===== config.mk =====
export PLATFORM = sky130hd
export DESIGN_NAME = text_stream_line_annotator
export DESIGN_NICKNAME = d
export VERILOG_FILES = /design/src/rtl/core/tsla_pkg.sv /design/src/rtl/core/tsla_front.sv /design/src/rtl/core/tsla_queue.sv /design/src/rtl/core/tsla_back.sv /design/src/rtl/core/text_stream_line_annotator.sv
export SDC_FILE = /design/constraint.sdc
export NUM_CORES = 1
export LEC_CHECK = 0
export BUFFER_PORTS_ARGS = -buffer_cell sky130_fd_sc_hd__buf_2
export CAP_MARGIN = 0
export CORE_MARGIN = 2
export CORE_UTILIZATION = 49
export CTS_BUF_LIST = sky130_fd_sc_hd__clkbuf_4
export CTS_CLUSTER_DIAMETER = 200
export DETAILED_ROUTE_END_ITERATION = 10
export PLACE_DENSITY_LB_ADDON = 0.15
export SYNTH_ARGS = -nofsm -noshare
export SYNTH_HDL_FRONTEND = slang
export SYNTH_SLANG_ARGS = --single-unit

===== constraint.sdc =====
create_clock -name clock -period 3.7 [get_ports clock]
set_input_delay 0 -clock clock [delete_from_list [all_inputs] [get_ports clock]]
set_output_delay 0 -clock clock [all_outputs]
set_load 0.02 [all_outputs]

===== src/rtl/core/tsla_pkg.sv =====
// Shared types and constants for the text stream line annotator.
package tsla_pkg;

   localparam int CSR_ADDR_W = 3;
   localparam int CSR_DATA_W = 2;

   localparam logic [CSR_ADDR_W-1:0] CSR_NUMBER_MODE      = 3'd0;
   localparam logic [CSR_ADDR_W-1:0] CSR_SQUEEZE_BLANK    = 3'd1;
   localparam logic [CSR_ADDR_W-1:0] CSR_SHOW_TABS        = 3'd2;
   localparam logic [CSR_ADDR_W-1:0] CSR_SHOW_ENDS        = 3'd3;
   localparam logic [CSR_ADDR_W-1:0] CSR_SHOW_NONPRINTING = 3'd4;

   localparam logic [1:0] NUM_MODE_ALL      = 2'd1;
   localparam logic [1:0] NUM_MODE_NONBLANK = 2'd2;

   localparam logic [7:0] CHAR_TAB      = 8'd9;
   localparam logic [7:0] CHAR_NL       = 8'd10;
   localparam logic [7:0] CHAR_SPACE    = 8'd32;
   localparam logic [7:0] CHAR_DOLLAR   = 8'd36;
   localparam logic [7:0] CHAR_ZERO     = 8'd48;
   localparam logic [7:0] CHAR_I        = 8'd73;
   localparam logic [7:0] CHAR_CARET    = 8'd94;
   localparam logic [7:0] CARET_OFFSET  = 8'd64;
   localparam logic [7:0] PRINT_MAX     = 8'd126;
   localparam logic [7:0] HIGH_CTRL_MAX = 8'd160;

   typedef struct packed {
      logic [1:0] number_mode;
      logic       squeeze_blank;
      logic       show_tabs;
      logic       show_ends;
      logic       show_nonprinting;
   } cfg_type;

   // One queued item: optional lead field (number or pad), optional prefix, final byte.
   typedef struct packed {
      logic       lead_valid;
      logic       pre_valid;
      logic [7:0] pre_byte;
      logic [7:0] data_byte;
   } entry_type;

   typedef enum logic [1:0] {
      BK_START,
      BK_LEAD,
      BK_PRE,
      BK_BYTE
   } bk_phase_type;

endpackage


===== src/rtl/core/tsla_front.sv =====
// Front end: accepts input beats, keeps line state and classifies each byte.
module tsla_front #(
   parameter int NUMBER_DIGITS = 6
) (
   input  logic                     clock,
   input  logic                     reset,
   input  tsla_pkg::cfg_type        cfg,
   input  logic                     req_valid,
   input  logic [7:0]               req_byte,
   input  logic                     req_file_start,
   input  logic                     queue_full,
   output logic                     req_ready,
   output logic                     push,
   output tsla_pkg::entry_type      push_entry,
   output logic [NUMBER_DIGITS*8-1:0] push_chars
);

   localparam int DW = NUMBER_DIGITS * 4;
   localparam logic [DW-1:0] DIGITS_ONE = {{(DW-1){1'b0}}, 1'b1};

   logic [DW-1:0] digits_ff, digits_in;
   logic [1:0]    blank_run_ff, blank_run_in;
   logic          prev_nl_ff, prev_nl_in;

   logic [DW-1:0] eff_digits, inc_digits;
   logic [1:0]    eff_run;
   logic          eff_prev;
   logic          accept, is_nl, sq_hit, drop;
   logic          all_mode, nb_mode, do_num, pad;
   logic          tab_hit, dollar_hit, np_hit;
   logic [7:0]    c_tab, c_final;
   logic          leading;

   // Saturating BCD increment
   function automatic logic [DW-1:0] bcd_inc(input logic [DW-1:0] v);
      logic [DW-1:0] r;
      logic          carry;
      logic          all_nine;
      r        = v;
      carry    = 1'b1;
      all_nine = 1'b1;
      for (int i = 0; i < NUMBER_DIGITS; i++) begin
         if (v[4*i +: 4] != 4'd9) all_nine = 1'b0;
      end
      for (int i = 0; i < NUMBER_DIGITS; i++) begin
         if (carry) begin
            if (v[4*i +: 4] >= 4'd9) begin
               r[4*i +: 4] = 4'd0;
            end else begin
               r[4*i +: 4] = v[4*i +: 4] + 4'd1;
               carry       = 1'b0;
            end
         end
      end
      return all_nine ? v : r;
   endfunction

   assign req_ready = !queue_full;
   assign accept    = req_valid && req_ready;

   always_comb begin
      eff_digits = req_file_start ? DIGITS_ONE : digits_ff;
      eff_run    = req_file_start ? 2'd0 : blank_run_ff;
      eff_prev   = req_file_start ? 1'b1 : prev_nl_ff;
      is_nl      = (req_byte == tsla_pkg::CHAR_NL);
      all_mode   = (cfg.number_mode == tsla_pkg::NUM_MODE_ALL);
      nb_mode    = (cfg.number_mode == tsla_pkg::NUM_MODE_NONBLANK);

      sq_hit = cfg.squeeze_blank && is_nl && eff_prev;
      if (!sq_hit) begin
         blank_run_in = 2'd0;
      end else if (eff_run < 2'd2) begin
         blank_run_in = eff_run + 2'd1;
      end else begin
         blank_run_in = eff_run;
      end
      drop = sq_hit && (blank_run_in == 2'd2);

      do_num     = eff_prev && ((nb_mode && !is_nl) || all_mode);
      pad        = cfg.show_ends && is_nl && nb_mode && eff_prev;
      inc_digits = bcd_inc(eff_digits);

      tab_hit    = cfg.show_tabs && (req_byte == tsla_pkg::CHAR_TAB);
      c_tab      = tab_hit ? tsla_pkg::CHAR_I : req_byte;
      dollar_hit = cfg.show_ends && is_nl;
      np_hit     = cfg.show_nonprinting &&
                   ((c_tab < tsla_pkg::CHAR_TAB) ||
                    (c_tab > tsla_pkg::CHAR_NL && c_tab < tsla_pkg::CHAR_SPACE) ||
                    (c_tab > tsla_pkg::PRINT_MAX && c_tab <= tsla_pkg::HIGH_CTRL_MAX));
      if (!np_hit) begin
         c_final = c_tab;
      end else if (c_tab > tsla_pkg::PRINT_MAX) begin
         c_final = c_tab - tsla_pkg::CARET_OFFSET;
      end else begin
         c_final = c_tab + tsla_pkg::CARET_OFFSET;
      end

      // Lead characters in send order, most significant digit first
      leading = 1'b1;
      for (int k = 0; k < NUMBER_DIGITS; k++) begin
         if (eff_digits[4*(NUMBER_DIGITS-1-k) +: 4] != 4'd0 || k == NUMBER_DIGITS-1)
            leading = 1'b0;
         if (pad || leading) begin
            push_chars[8*k +: 8] = tsla_pkg::CHAR_SPACE;
         end else begin
            push_chars[8*k +: 8] = tsla_pkg::CHAR_ZERO |
                                   {4'd0, eff_digits[4*(NUMBER_DIGITS-1-k) +: 4]};
         end
      end

      push_entry.lead_valid = do_num || pad;
      push_entry.pre_valid  = tab_hit || dollar_hit || np_hit;
      push_entry.pre_byte   = dollar_hit ? tsla_pkg::CHAR_DOLLAR : tsla_pkg::CHAR_CARET;
      push_entry.data_byte  = c_final;

      push = accept && !drop;

      if (drop) begin
         digits_in  = eff_digits;
         prev_nl_in = eff_prev;
      end else begin
         digits_in  = do_num ? inc_digits : eff_digits;
         prev_nl_in = is_nl;
      end
   end

   always_ff @(posedge clock) begin
      if (reset) begin
         digits_ff    <= DIGITS_ONE;
         blank_run_ff <= 2'd0;
         prev_nl_ff   <= 1'b1;
      end else if (accept) begin
         digits_ff    <= digits_in;
         blank_run_ff <= blank_run_in;
         prev_nl_ff   <= prev_nl_in;
      end
   end

   // A dropped blank line leaves the run count at its ceiling
   assert property (@(posedge clock) disable iff (reset)
      accept && drop |=> blank_run_ff == 2'd2)
      else $error("blank run not saturated after drop");

endmodule


===== src/rtl/core/tsla_queue.sv =====
// Short FIFO of classified items between front and back.
module tsla_queue #(
   parameter int NUMBER_DIGITS = 6,
   parameter int QUEUE_DEPTH   = 4
) (
   input  logic                       clock,
   input  logic                       reset,
   input  logic                       push,
   input  tsla_pkg::entry_type        push_entry,
   input  logic [NUMBER_DIGITS*8-1:0] push_chars,
   input  logic                       pop,
   output logic                       full,
   output logic                       head_valid,
   output tsla_pkg::entry_type        head_entry,
   output logic [NUMBER_DIGITS*8-1:0] head_chars
);

   localparam int PW = (QUEUE_DEPTH > 1) ? $clog2(QUEUE_DEPTH) : 1;
   localparam int CW = $clog2(QUEUE_DEPTH + 1);

   tsla_pkg::entry_type              entries_ff [QUEUE_DEPTH];
   logic [NUMBER_DIGITS*8-1:0]       chars_ff   [QUEUE_DEPTH];
   logic [PW-1:0]                    wr_ptr_ff, wr_ptr_in;
   logic [PW-1:0]                    rd_ptr_ff, rd_ptr_in;
   logic [CW-1:0]                    count_ff, count_in;

   assign full       = (count_ff == CW'(QUEUE_DEPTH));
   assign head_valid = (count_ff != '0);
   assign head_entry = entries_ff[rd_ptr_ff];
   assign head_chars = chars_ff[rd_ptr_ff];

   always_comb begin
      wr_ptr_in = wr_ptr_ff;
      rd_ptr_in = rd_ptr_ff;
      count_in  = count_ff;
      if (push) begin
         wr_ptr_in = (wr_ptr_ff == PW'(QUEUE_DEPTH-1)) ? '0 : wr_ptr_ff + PW'(1);
      end
      if (pop) begin
         rd_ptr_in = (rd_ptr_ff == PW'(QUEUE_DEPTH-1)) ? '0 : rd_ptr_ff + PW'(1);
      end
      if (push && !pop) begin
         count_in = count_ff + CW'(1);
      end else if (pop && !push) begin
         count_in = count_ff - CW'(1);
      end
   end

   always_ff @(posedge clock) begin
      if (reset) begin
         wr_ptr_ff <= '0;
         rd_ptr_ff <= '0;
         count_ff  <= '0;
      end else begin
         wr_ptr_ff <= wr_ptr_in;
         rd_ptr_ff <= rd_ptr_in;
         count_ff  <= count_in;
      end
   end

   always_ff @(posedge clock) begin
      if (push) begin
         entries_ff[wr_ptr_ff] <= push_entry;
         chars_ff[wr_ptr_ff]   <= push_chars;
      end
   end

   assert property (@(posedge clock) disable iff (reset) !(push && full))
      else $error("queue overflow");

   assert property (@(posedge clock) disable iff (reset) !(pop && !head_valid))
      else $error("queue underflow");

endmodule


===== src/rtl/core/tsla_back.sv =====
// Back end: expands the head item into output beats through an output register.
module tsla_back #(
   parameter int NUMBER_DIGITS = 6
) (
   input  logic                       clock,
   input  logic                       reset,
   input  logic                       head_valid,
   input  tsla_pkg::entry_type        head_entry,
   input  logic [NUMBER_DIGITS*8-1:0] head_chars,
   output logic                       pop,
   output logic                       rsp_tvalid,
   input  logic                       rsp_tready,
   output logic [7:0]                 rsp_tdata,
   output logic                       rsp_tlast
);

   localparam int IW = $clog2(NUMBER_DIGITS + 1);

   tsla_pkg::bk_phase_type phase_ff, phase_in, cur_phase;
   logic [IW-1:0]          idx_ff, idx_in, cur_idx;
   logic                   rsp_tvalid_ff, rsp_tvalid_in;
   logic [7:0]             rsp_tdata_ff, rsp_tdata_in;
   logic                   rsp_tlast_ff, rsp_tlast_in;
   logic                   advance;
   logic [7:0]             lead_byte;

   assign advance = head_valid && (!rsp_tvalid_ff || rsp_tready);

   // At the start of an item, skip straight to its first present part
   always_comb begin
      if (phase_ff == tsla_pkg::BK_START) begin
         cur_idx = '0;
         if (head_entry.lead_valid) begin
            cur_phase = tsla_pkg::BK_LEAD;
         end else if (head_entry.pre_valid) begin
            cur_phase = tsla_pkg::BK_PRE;
         end else begin
            cur_phase = tsla_pkg::BK_BYTE;
         end
      end else begin
         cur_phase = phase_ff;
         cur_idx   = idx_ff;
      end
   end

   // Next state
   always_comb begin
      phase_in = phase_ff;
      idx_in   = idx_ff;
      if (advance) begin
         unique case (cur_phase)
            tsla_pkg::BK_LEAD: begin
               if (cur_idx == IW'(NUMBER_DIGITS)) begin
                  phase_in = head_entry.pre_valid ? tsla_pkg::BK_PRE : tsla_pkg::BK_BYTE;
                  idx_in   = '0;
               end else begin
                  phase_in = tsla_pkg::BK_LEAD;
                  idx_in   = cur_idx + IW'(1);
               end
            end
            tsla_pkg::BK_PRE:  phase_in = tsla_pkg::BK_BYTE;
            tsla_pkg::BK_BYTE: begin
               phase_in = tsla_pkg::BK_START;
               idx_in   = '0;
            end
            default:           phase_in = tsla_pkg::BK_START;
         endcase
      end
   end

   // Outputs
   always_comb begin
      lead_byte = tsla_pkg::CHAR_TAB;
      for (int k = 0; k < NUMBER_DIGITS; k++) begin
         if (cur_idx == IW'(k)) lead_byte = head_chars[8*k +: 8];
      end

      pop           = 1'b0;
      rsp_tdata_in  = rsp_tdata_ff;
      rsp_tlast_in  = rsp_tlast_ff;
      rsp_tvalid_in = rsp_tready ? 1'b0 : rsp_tvalid_ff;
      if (advance) begin
         rsp_tvalid_in = 1'b1;
         rsp_tlast_in  = 1'b0;
         unique case (cur_phase)
            tsla_pkg::BK_LEAD: rsp_tdata_in = lead_byte;
            tsla_pkg::BK_PRE:  rsp_tdata_in = head_entry.pre_byte;
            tsla_pkg::BK_BYTE: begin
               rsp_tdata_in = head_entry.data_byte;
               rsp_tlast_in = 1'b1;
               pop          = 1'b1;
            end
            default:           rsp_tdata_in = head_entry.data_byte;
         endcase
      end
   end

   always_ff @(posedge clock) begin
      if (reset) begin
         phase_ff      <= tsla_pkg::BK_START;
         idx_ff        <= '0;
         rsp_tvalid_ff <= 1'b0;
      end else begin
         phase_ff      <= phase_in;
         idx_ff        <= idx_in;
         rsp_tvalid_ff <= rsp_tvalid_in;
      end
   end

   always_ff @(posedge clock) begin
      rsp_tdata_ff <= rsp_tdata_in;
      rsp_tlast_ff <= rsp_tlast_in;
   end

   assign rsp_tvalid = rsp_tvalid_ff;
   assign rsp_tdata  = rsp_tdata_ff;
   assign rsp_tlast  = rsp_tlast_ff;

   // An item in progress stays at the queue head until its final beat
   assert property (@(posedge clock) disable iff (reset)
      phase_ff != tsla_pkg::BK_START |-> head_valid)
      else $error("item in progress lost from queue head");

   assert property (@(posedge clock) disable iff (reset)
      pop |=> rsp_tvalid && rsp_tlast)
      else $error("final beat not marked last");

endmodule


===== src/rtl/core/text_stream_line_annotator.sv =====
// Top level of the text stream line annotator: control registers, front, queue, back.
//
// Each input beat carries one text byte and yields zero to NUMBER_DIGITS+3 output
// beats, the last one flagged by rsp_tlast. The front end takes one input beat per
// cycle while the item queue (QUEUE_DEPTH entries) has room; the back end sends
// one output byte per cycle while rsp_tready is high. An item has one output byte
// for most bytes, two for caret or '$' forms, and up to NUMBER_DIGITS+3 at a
// numbered or padded line start. Input beats that only add to the queue are taken
// while earlier output is still draining. Control registers are written with
// csr_we/csr_addr/csr_wdata and should only change while the block is idle.
module text_stream_line_annotator #(
   parameter int NUMBER_DIGITS = 6,
   parameter int QUEUE_DEPTH   = 4
) (
   input  logic                              clock,
   input  logic                              reset,
   input  logic                              csr_we,
   input  logic [tsla_pkg::CSR_ADDR_W-1:0]   csr_addr,
   input  logic [tsla_pkg::CSR_DATA_W-1:0]   csr_wdata,
   input  logic                              req_tvalid,
   output logic                              req_tready,
   input  logic [7:0]                        req_tdata,   // [7:0] in_byte
   input  logic                              req_tuser,   // [0] file_start
   output logic                              rsp_tvalid,
   input  logic                              rsp_tready,
   output logic [7:0]                        rsp_tdata,   // [7:0] out_byte
   output logic                              rsp_tlast
);

   tsla_pkg::cfg_type          cfg_ff, cfg_in;
   logic                       queue_full, push, pop, head_valid;
   tsla_pkg::entry_type        push_entry, head_entry;
   logic [NUMBER_DIGITS*8-1:0] push_chars, head_chars;

   always_comb begin
      cfg_in = cfg_ff;
      if (csr_we) begin
         unique case (csr_addr)
            tsla_pkg::CSR_NUMBER_MODE:      cfg_in.number_mode      = csr_wdata;
            tsla_pkg::CSR_SQUEEZE_BLANK:    cfg_in.squeeze_blank    = csr_wdata[0];
            tsla_pkg::CSR_SHOW_TABS:        cfg_in.show_tabs        = csr_wdata[0];
            tsla_pkg::CSR_SHOW_ENDS:        cfg_in.show_ends        = csr_wdata[0];
            tsla_pkg::CSR_SHOW_NONPRINTING: cfg_in.show_nonprinting = csr_wdata[0];
            default:                        cfg_in = cfg_ff;
         endcase
      end
   end

   always_ff @(posedge clock) begin
      if (reset) begin
         cfg_ff <= '0;
      end else begin
         cfg_ff <= cfg_in;
      end
   end

   tsla_front #(
      .NUMBER_DIGITS (NUMBER_DIGITS)
   ) u_front (
      .clock          (clock),
      .reset          (reset),
      .cfg            (cfg_ff),
      .req_valid      (req_tvalid),
      .req_byte       (req_tdata),
      .req_file_start (req_tuser),
      .queue_full     (queue_full),
      .req_ready      (req_tready),
      .push           (push),
      .push_entry     (push_entry),
      .push_chars     (push_chars)
   );

   tsla_queue #(
      .NUMBER_DIGITS (NUMBER_DIGITS),
      .QUEUE_DEPTH   (QUEUE_DEPTH)
   ) u_queue (
      .clock      (clock),
      .reset      (reset),
      .push       (push),
      .push_entry (push_entry),
      .push_chars (push_chars),
      .pop        (pop),
      .full       (queue_full),
      .head_valid (head_valid),
      .head_entry (head_entry),
      .head_chars (head_chars)
   );

   tsla_back #(
      .NUMBER_DIGITS (NUMBER_DIGITS)
   ) u_back (
      .clock      (clock),
      .reset      (reset),
      .head_valid (head_valid),
      .head_entry (head_entry),
      .head_chars (head_chars),
      .pop        (pop),
      .rsp_tvalid (rsp_tvalid),
      .rsp_tready (rsp_tready),
      .rsp_tdata  (rsp_tdata),
      .rsp_tlast  (rsp_tlast)
   );

endmodule

== Word level (Yosys, flattened, before mapping) ==
Memories as Yosys holds them, arrays and structs flattened. A register that Yosys moved wholly into a read port is not among the register bits.
Index checks and enable logic that the tools add are counted.

* Flip-flop bits (word level): 55
* RAM bits: 188
* Bits of input ports: 19
* Output and inout bits: 11
* Logic and storage cells: 203
* Memories kept: 2

* Add/subtract/negate cells: 14
* Order comparisons: 12
* Equality and inequality tests: 27
* Muxes and demuxes: 79
* Reduce and logical (&&, ||, !) cells: 53

{| class="wikitable"
|+ Memory list
! name !! words !! width !! read ports !! clocked after Yosys merged registers in !! wr ports !! line !! RTL
|-
| u_queue.chars_ff || 4 || 30 || 1 || 1 || 1 || tsla_queue.sv:22 || <nowiki>logic [NUMBER_DIGITS*8-1:0] chars_ff [QUEUE_DEPTH];</nowiki>
|-
| u_queue.entries_ff || 4 || 17 || 1 || 1 || 1 || tsla_queue.sv:21 || <nowiki>tsla_pkg::entry_type entries_ff [QUEUE_DEPTH];</nowiki>
|}

{| class="wikitable"
|+ Operator list
! kind !! count
|-
| 24-bit two-way mux || 4
|-
| 8-bit two-way mux || 9
|-
| 4-bit two-way mux || 11
|-
| 5-bit two-way mux || 6
|-
| 1-bit two-way mux || 29
|-
| 4-bit by 1-bit adder with 4-bit output, second input constant || 6
|-
| 4-bit >= comparator, second input constant || 6
|-
| 2-bit two-way mux || 12
|-
| 4-bit inequality test, second input constant || 6
|-
| 4-bit nonzero test || 5
|-
| 1-bit logical AND || 17
|-
| 8-bit by 4-bit == test with 1-bit output, second input constant || 2
|-
| 8-bit case mux with 2 select lines || 1
|-
| 3-bit == test, second input constant || 5
|-
| 2-bit == test, second input constant || 6
|-
| 3-bit by 2-bit == test with 1-bit output, second input constant || 4
|-
| 1-bit logical OR || 12
|-
| 3-bit two-way mux || 4
|-
| 2-bit AND reduction || 6
|-
| 8-bit by 7-bit adder with 8-bit output, second input constant || 1
|-
| 8-bit by 4-bit > comparator with 1-bit output, second input constant || 1
|-
| 8-bit by 7-bit > comparator with 1-bit output, second input constant || 1
|-
| 8-bit <= comparator, second input constant || 1
|-
| 8-bit by 4-bit < comparator with 1-bit output, second input constant || 1
|-
| other kinds (16) || 29
|}

== Logic depth before layout (Yosys ltp) ==
* Word-level depth: 12
* Depth in mapped cells: 13
* Gate-level depth less buffers: 11

== Hierarchy ==
From an unflattened synthesis, not the netlist that was laid out.

* Cell total of the unflattened synthesis: 989
* Area, all modules: 14496.4 um^2

{| class="wikitable"
|+ Modules (own cells, without submodules)
! module !! times used !! cells an instance !! area each (um^2) !! seq. area each (um^2)
|-
| tsla_queue || 1 || 388 || 9959.6 || 8107.8
|-
| tsla_front || 1 || 402 || 2849.0 || 540.5
|-
| tsla_back || 1 || 174 || 1400.1 || 390.4
|-
| text_stream_line_annotator || 1 || 25 || 287.8 || 120.1
|}

== Least setup slack after synthesis ==
OpenSTA, ideal clock, no wires.

* Path type: input -> register
* Start point: input port req_tuser
* End point: memory u_queue.chars_ff[3][0] in the netlist's numbering (enable)
* Setup time: 403 ps
* Arrival: 2453 ps
* Data required time: 3297 ps
* Path slack: 843 ps
* Cell stages on the path: 7
* Path buffers: 2
* Cells stage by stage: inv_1 > clkbuf_1 > clkbuf_1 > nand2_1 > ha_1 > a21oi_1 > and2_1

* Cells in the longest elaborated chain, start to end: 10
* Elaborated cells on any way between the ends: 13
* Those cells by class: add/sub (1); order compare (1); eq/ne (1); mux (6); reduce/logical (4)

{| class="wikitable"
|+ Ends and longest elaborated chain
! what !! line !! RTL
|-
| start, declared || text_stream_line_annotator.sv:23 || <nowiki>input logic req_tuser,</nowiki>
|-
| 2-bit two-way mux || tsla_front.sv:63 || <nowiki>eff_run = req_file_start ? 2'd0 : blank_run_ff;</nowiki>
|-
| 2-bit by 1-bit adder with 2-bit output / 2-bit < comparator (equally long branches) || tsla_front.sv:73, tsla_front.sv:72 ||
|-
| 2-bit two-way mux || tsla_front.sv:72 || <nowiki>end else if (eff_run < 2'd2) begin</nowiki>
|-
| 2-bit two-way mux || tsla_front.sv:70 || <nowiki>if (!sq_hit) begin</nowiki>
|-
| 2-bit == test || tsla_front.sv:77 || <nowiki>drop = sq_hit && (blank_run_in == 2'd2);</nowiki>
|-
| 1-bit logical AND * || tsla_front.sv:77 ||
|-
| 1-bit logical NOT * || tsla_front.sv:116 || <nowiki>push = accept && !drop;</nowiki>
|-
| 1-bit logical AND * || tsla_front.sv:116 ||
|-
| named net push || text_stream_line_annotator.sv:31 || <nowiki>logic queue_full, push, pop, head_valid;</nowiki>
|-
| 1-bit two-way mux * || tsla_queue.sv:62 || <nowiki>if (push) begin</nowiki>
|-
| 1-bit two-way mux (not written as such) * || tsla_queue.sv:64 || <nowiki>chars_ff[wr_ptr_ff] <= push_chars;</nowiki>
|-
| end, declared || tsla_queue.sv:22 ||
|}

The timed path passes the listed nets; every way through them passes the cells marked *.

==> implementation parameters <==
Parameter                              Value

Run status
  Run status ... completed

Setup path
  Library cell contributing the largest single delay on the critical path ... mux4_2
  Top cell by count, worst path ... ha_1
  Critical Setup Path Class ... reg -> reg
  Crit path launch type ... register
  Endpoint class of the critical path ... register
  Required time worst endpoint ... 4300 ps
  CP max stage delay ... 550 ps
  Crit path buf inv count ... 1
  Delay-heaviest family, CP ... adder cells
  CP Max Fanout ... 7
  Cells along the critical path ... mux4_2 > nor2b_1 > o21bai_1 > ha_1 > nand2_1 > ha_1 > inv_1 > fa_1 > xor2_1 > or3_1 > a21oi_1
  Data arrival time of the critical path ... 3630 ps
  Worst-case reg-to-reg path depth ... 11
  Levels on crit path ... 11

STA
  Hold violation total from the final report ... 0
  Max_slew headroom ... 0.347
  Setup TNS ... 0 ps
  Setup skew after layout ... ~45 ps
  Unrepaired setup endpoints after global routing ... false
  Final setup violation count ... 0
  Share of the clock period used by the worst path ... 0.818
  Time the worst path needs with I/O delays and setup ... 3030 ps
  Final-report max-slew violation count ... 0
  Max Fclk ... 330 MHz
  Worst slew pin tran ... 972 ps

Clock tree
  Source-to-sink clock delay at the later pin of the worst-skew pair ... 670 ps
  TritonCTS clock tree ... built
  Clock slew seen by the registers of the worst setup and hold paths ... 60 ps
  Root Driver ... clkbuf_4
  Clock H-tree levels ... 2
  Number of buffers inserted for hold repair after clock tree synthesis ... 32
  Longest Clk Path Bufs ... 3
  Total CTS buffers ... 57
  TritonCTS Sinks ... around 230
  Count of instances resized after the clock tree is built ... 0
  Buffer count from post-CTS setup fixing ... 0

Logic synthesis
  Number of instances in the synthesized netlist ... around 770
  Area share of the largest cell type after synthesis ... 0.516
  Library cells used by synthesis ... 71
  Proportion of synthesized chip area in sequential cells ... 0.610
  Syn nets ... 827
  Post-synth top area cell ... edfxtp_1
  Count of yosys warnings during synthesis ... 0
  Number of flops mapped to enable cells by yosys ... 177
  Ranking of synthesized cells by area ... edfxtp_1 (52%), dfxtp_1 (9.3%), mux4_2 (9.2%)
  Most common cell in the netlist ... edfxtp_1
  Cell types with the highest counts after synthesis ... edfxtp_1 (177), nor2_1 (70), nand2_1 (52), dfxtp_1 (48), mux4_2 (42)
  Syn_area_per_cell ... 13.3 um2
  Cell area after synthesis ... 10300 um2
  Commonest register cell after synthesis ... edfxtp_1
  Synthesis-stage register bit count ... 225
  Async S/R FF share, synth ... 0

Cells and area
  Flip-flop and latch area ... 6280 um2
  Area taken by multi-input logic gates ... between 3000 and 4000 um2
  Post-layout util ... 0.567
  Filler instances ... 1752
  Fraction of layout cells with a size suffix above 1 ... 0.218
  Post-synthesis to final-layout area growth ... 14.7%
  Number of nets in the layout ... 928

Min path
  Hold Path Depth ... 2
  Class of the tightest hold or removal check ... in -> reg

Placed design
  Placer congestion estimate ... 0.879
  Detailed placer's ending HPWL ... 15700 um
  Buffers added on ports ... 29

Global routing
  Met3 Usage GRT ... 0.0370
  Antenna violations before repair ... 1
  Grt peak-use layer ... met2
  Met2 usage ... 0.349
  Global router's overall resource usage ... 0.220
  Largest net degree at the start of global routing ... 43
  Met1 routing resource usage after global routing ... 0.309
  Vias in the first global route ... 7032
  First-pass GRT wire length ... approximately 38000 um
  GRT Residual Overflow ... 0

Floorplanning
  Die Area ... 22200 um2
  Initial Util ... 0.494
  Die Y-Extent ... 149 um
  Area of the core ... ~21000 um2
  Die width ... 149 um
  Core Rows ... 53
  Top-level port count ... 30

Drt
  Number of design-rule violations left by the first detailed-router iteration ... 499
  Vias after detailed routing ... 6982
  Detailed-route wire length per cell ... 20.0 um
  Final WL ... roughly 24000 um
  DRC violation count after routing ... 0
  Post-DR vias/cell ... 5.85
  Iteration count of the initial detailed-routing pass ... 5
  Post-DRT Antenna Nets ... 0

Pwr
  Fraction of power consumed by the clock network ... 0.284
  Fraction of power spent switching nets ... 0.301
  Flop pwr share ... 0.454
  Gate power share ... 0.262
  Post-route total power ... 7.00 mW
  Total power divided by cell area ... 593 nW/um2
  Sw Pwr ... 2.10 mW
  Pint ... 4.90 mW
  Standby leakage power ... 4.20 nW
  Worst vdd rail ir drop ... 0.000373 V

Flow run
  Max-cap violations ... 0
[final cells by class]
cell class              count  area share
diodes                      1    0.000212
clock buffers              85      0.0541
clock inverters            16     0.00562
inverters                  39      0.0124
multi-input cells         473       0.312
flip-flops and latches    225       0.532
well taps                 275      0.0291
repair buffers             79      0.0551
[power groups by stage]
stage	Clock, mW	Combinational (mW)	Sequential [mW]
after floorplan	0	1.25	3.25
after global placement	0	1.78	3.21
after detailed placement	0	1.82	3.23
after CTS	2.03	1.85	3.18
after global routing	2.17	2.02	3.20
final	1.99	1.84	3.17
[worst paths after layout]
path	slack [ps]	to	from
min reg2reg	470	u_front.blank_run_ff[0]	u_front.blank_run_ff[0]
min	180	u_queue.entries_ff[0][3]	req_tdata[3]
max reg2reg	670	u_queue.count_ff[2]	register
max	670	u_queue.count_ff[2]	register
[layer usage]
| layer | vias up | routed length (um) | part of all wire |
|---|---|---|---|
| li1 | 3219 | - | - |
| met1 | 3487 | 10700 | 0.45 |
| met2 | 231 | 11400 | 0.48 |
| met4 | 0 | 506 | 0.021 |
| met3 | 45 | 1180 | 0.049 |
| met5 | - | 0 | 0 |
[registers in the layout (all words and copies together) (netlist names), named ones only]
register              cells
u_queue.chars_ff        120
cfg_ff                    6
u_front.digits_ff        24
u_front.prev_nl_ff        1
u_back.phase_ff           2
u_queue.entries_ff       48
u_queue.count_ff          3
u_back.rsp_tvalid         1
u_back.idx_ff             3
u_queue.rd_ptr_ff         2
u_queue.wr_ptr_ff         2
u_front.blank_run_ff      2
u_back.rsp_tlast          1
u_back.rsp_tdata          8
[logic make-up after synthesis]
group / count (synthesis) / synth area share
adders and majority gates: 34 / 0.0421
muxes: 53 / 0.103
and+or+nand+nor: 243 / 0.120
xor gates and xnor gates: 3 / 0.00255
buffers and inverters: 76 / 0.0336
AOI/OAI and AO/OA: 140 / 0.0892
DFF: 225 / 0.610
[through the flow]
stage | instances | hold WS, ps | instance area [um2] | setup WS [ps]
2_1_floorplan | 774 | 144 | 10300 | 843
3_3_place_gp | 1059 | 249 | 10800 | 730
3_5_place_dp | 1059 | 262 | 10800 | 666
4_1_cts | 1192 | 122 | 11800 | 670
5_1_grt | 1193 | 125 | 11800 | 432
6_report | 1193 | 178 | 11800 | 674
[cells in the final DEF, fill, tap and decap left out, types with 4 or more instances in the layout]
cell type	synthesis	final
and2_2	0	4
mux2i_1	10	10
nor2b_1	6	6
o211ai_1	5	5
and3_1	12	12
a31oi_1	12	12
nand4_1	11	11
nor4b_1	4	4
o41ai_1	4	4
mux4_2	42	42
o31ai_1	4	4
clkinv_1	1	14
inv_1	38	38
and2_1	8	4
a21oi_1	34	33
o21ai_0	30	30
buf_2	6	29
buf_12	0	4
clkbuf_4	0	85
dlygate4sd3_1	0	32
nor4_1	4	4
ha_1	33	33
edfxtp_1	177	177
buf_4	0	14
a21boi_0	4	4
a41oi_1	6	6
nand3_1	22	22
a211oi_1	6	6
o22ai_1	4	4
dfxtp_1	48	46
or4_1	5	5
or3_1	5	5
nor2_1	70	70
or2_2	6	6
nand2_1	52	52
nor3_1	14	14
nand2b_1	5	5
a22oi_1	4	4
[worst reg2reg max path, cell delays in order (launching register included)]
cell,delay (ps)
dfxtp_2,450
mux4_2,550
nor2b_1,120
o21bai_1,120
ha_1,270
nand2_1,190
ha_1,230
inv_1,60
fa_1,380
xor2_1,160
or3_1,310
a21oi_1,140
Power figures use the tool's default switching activity.
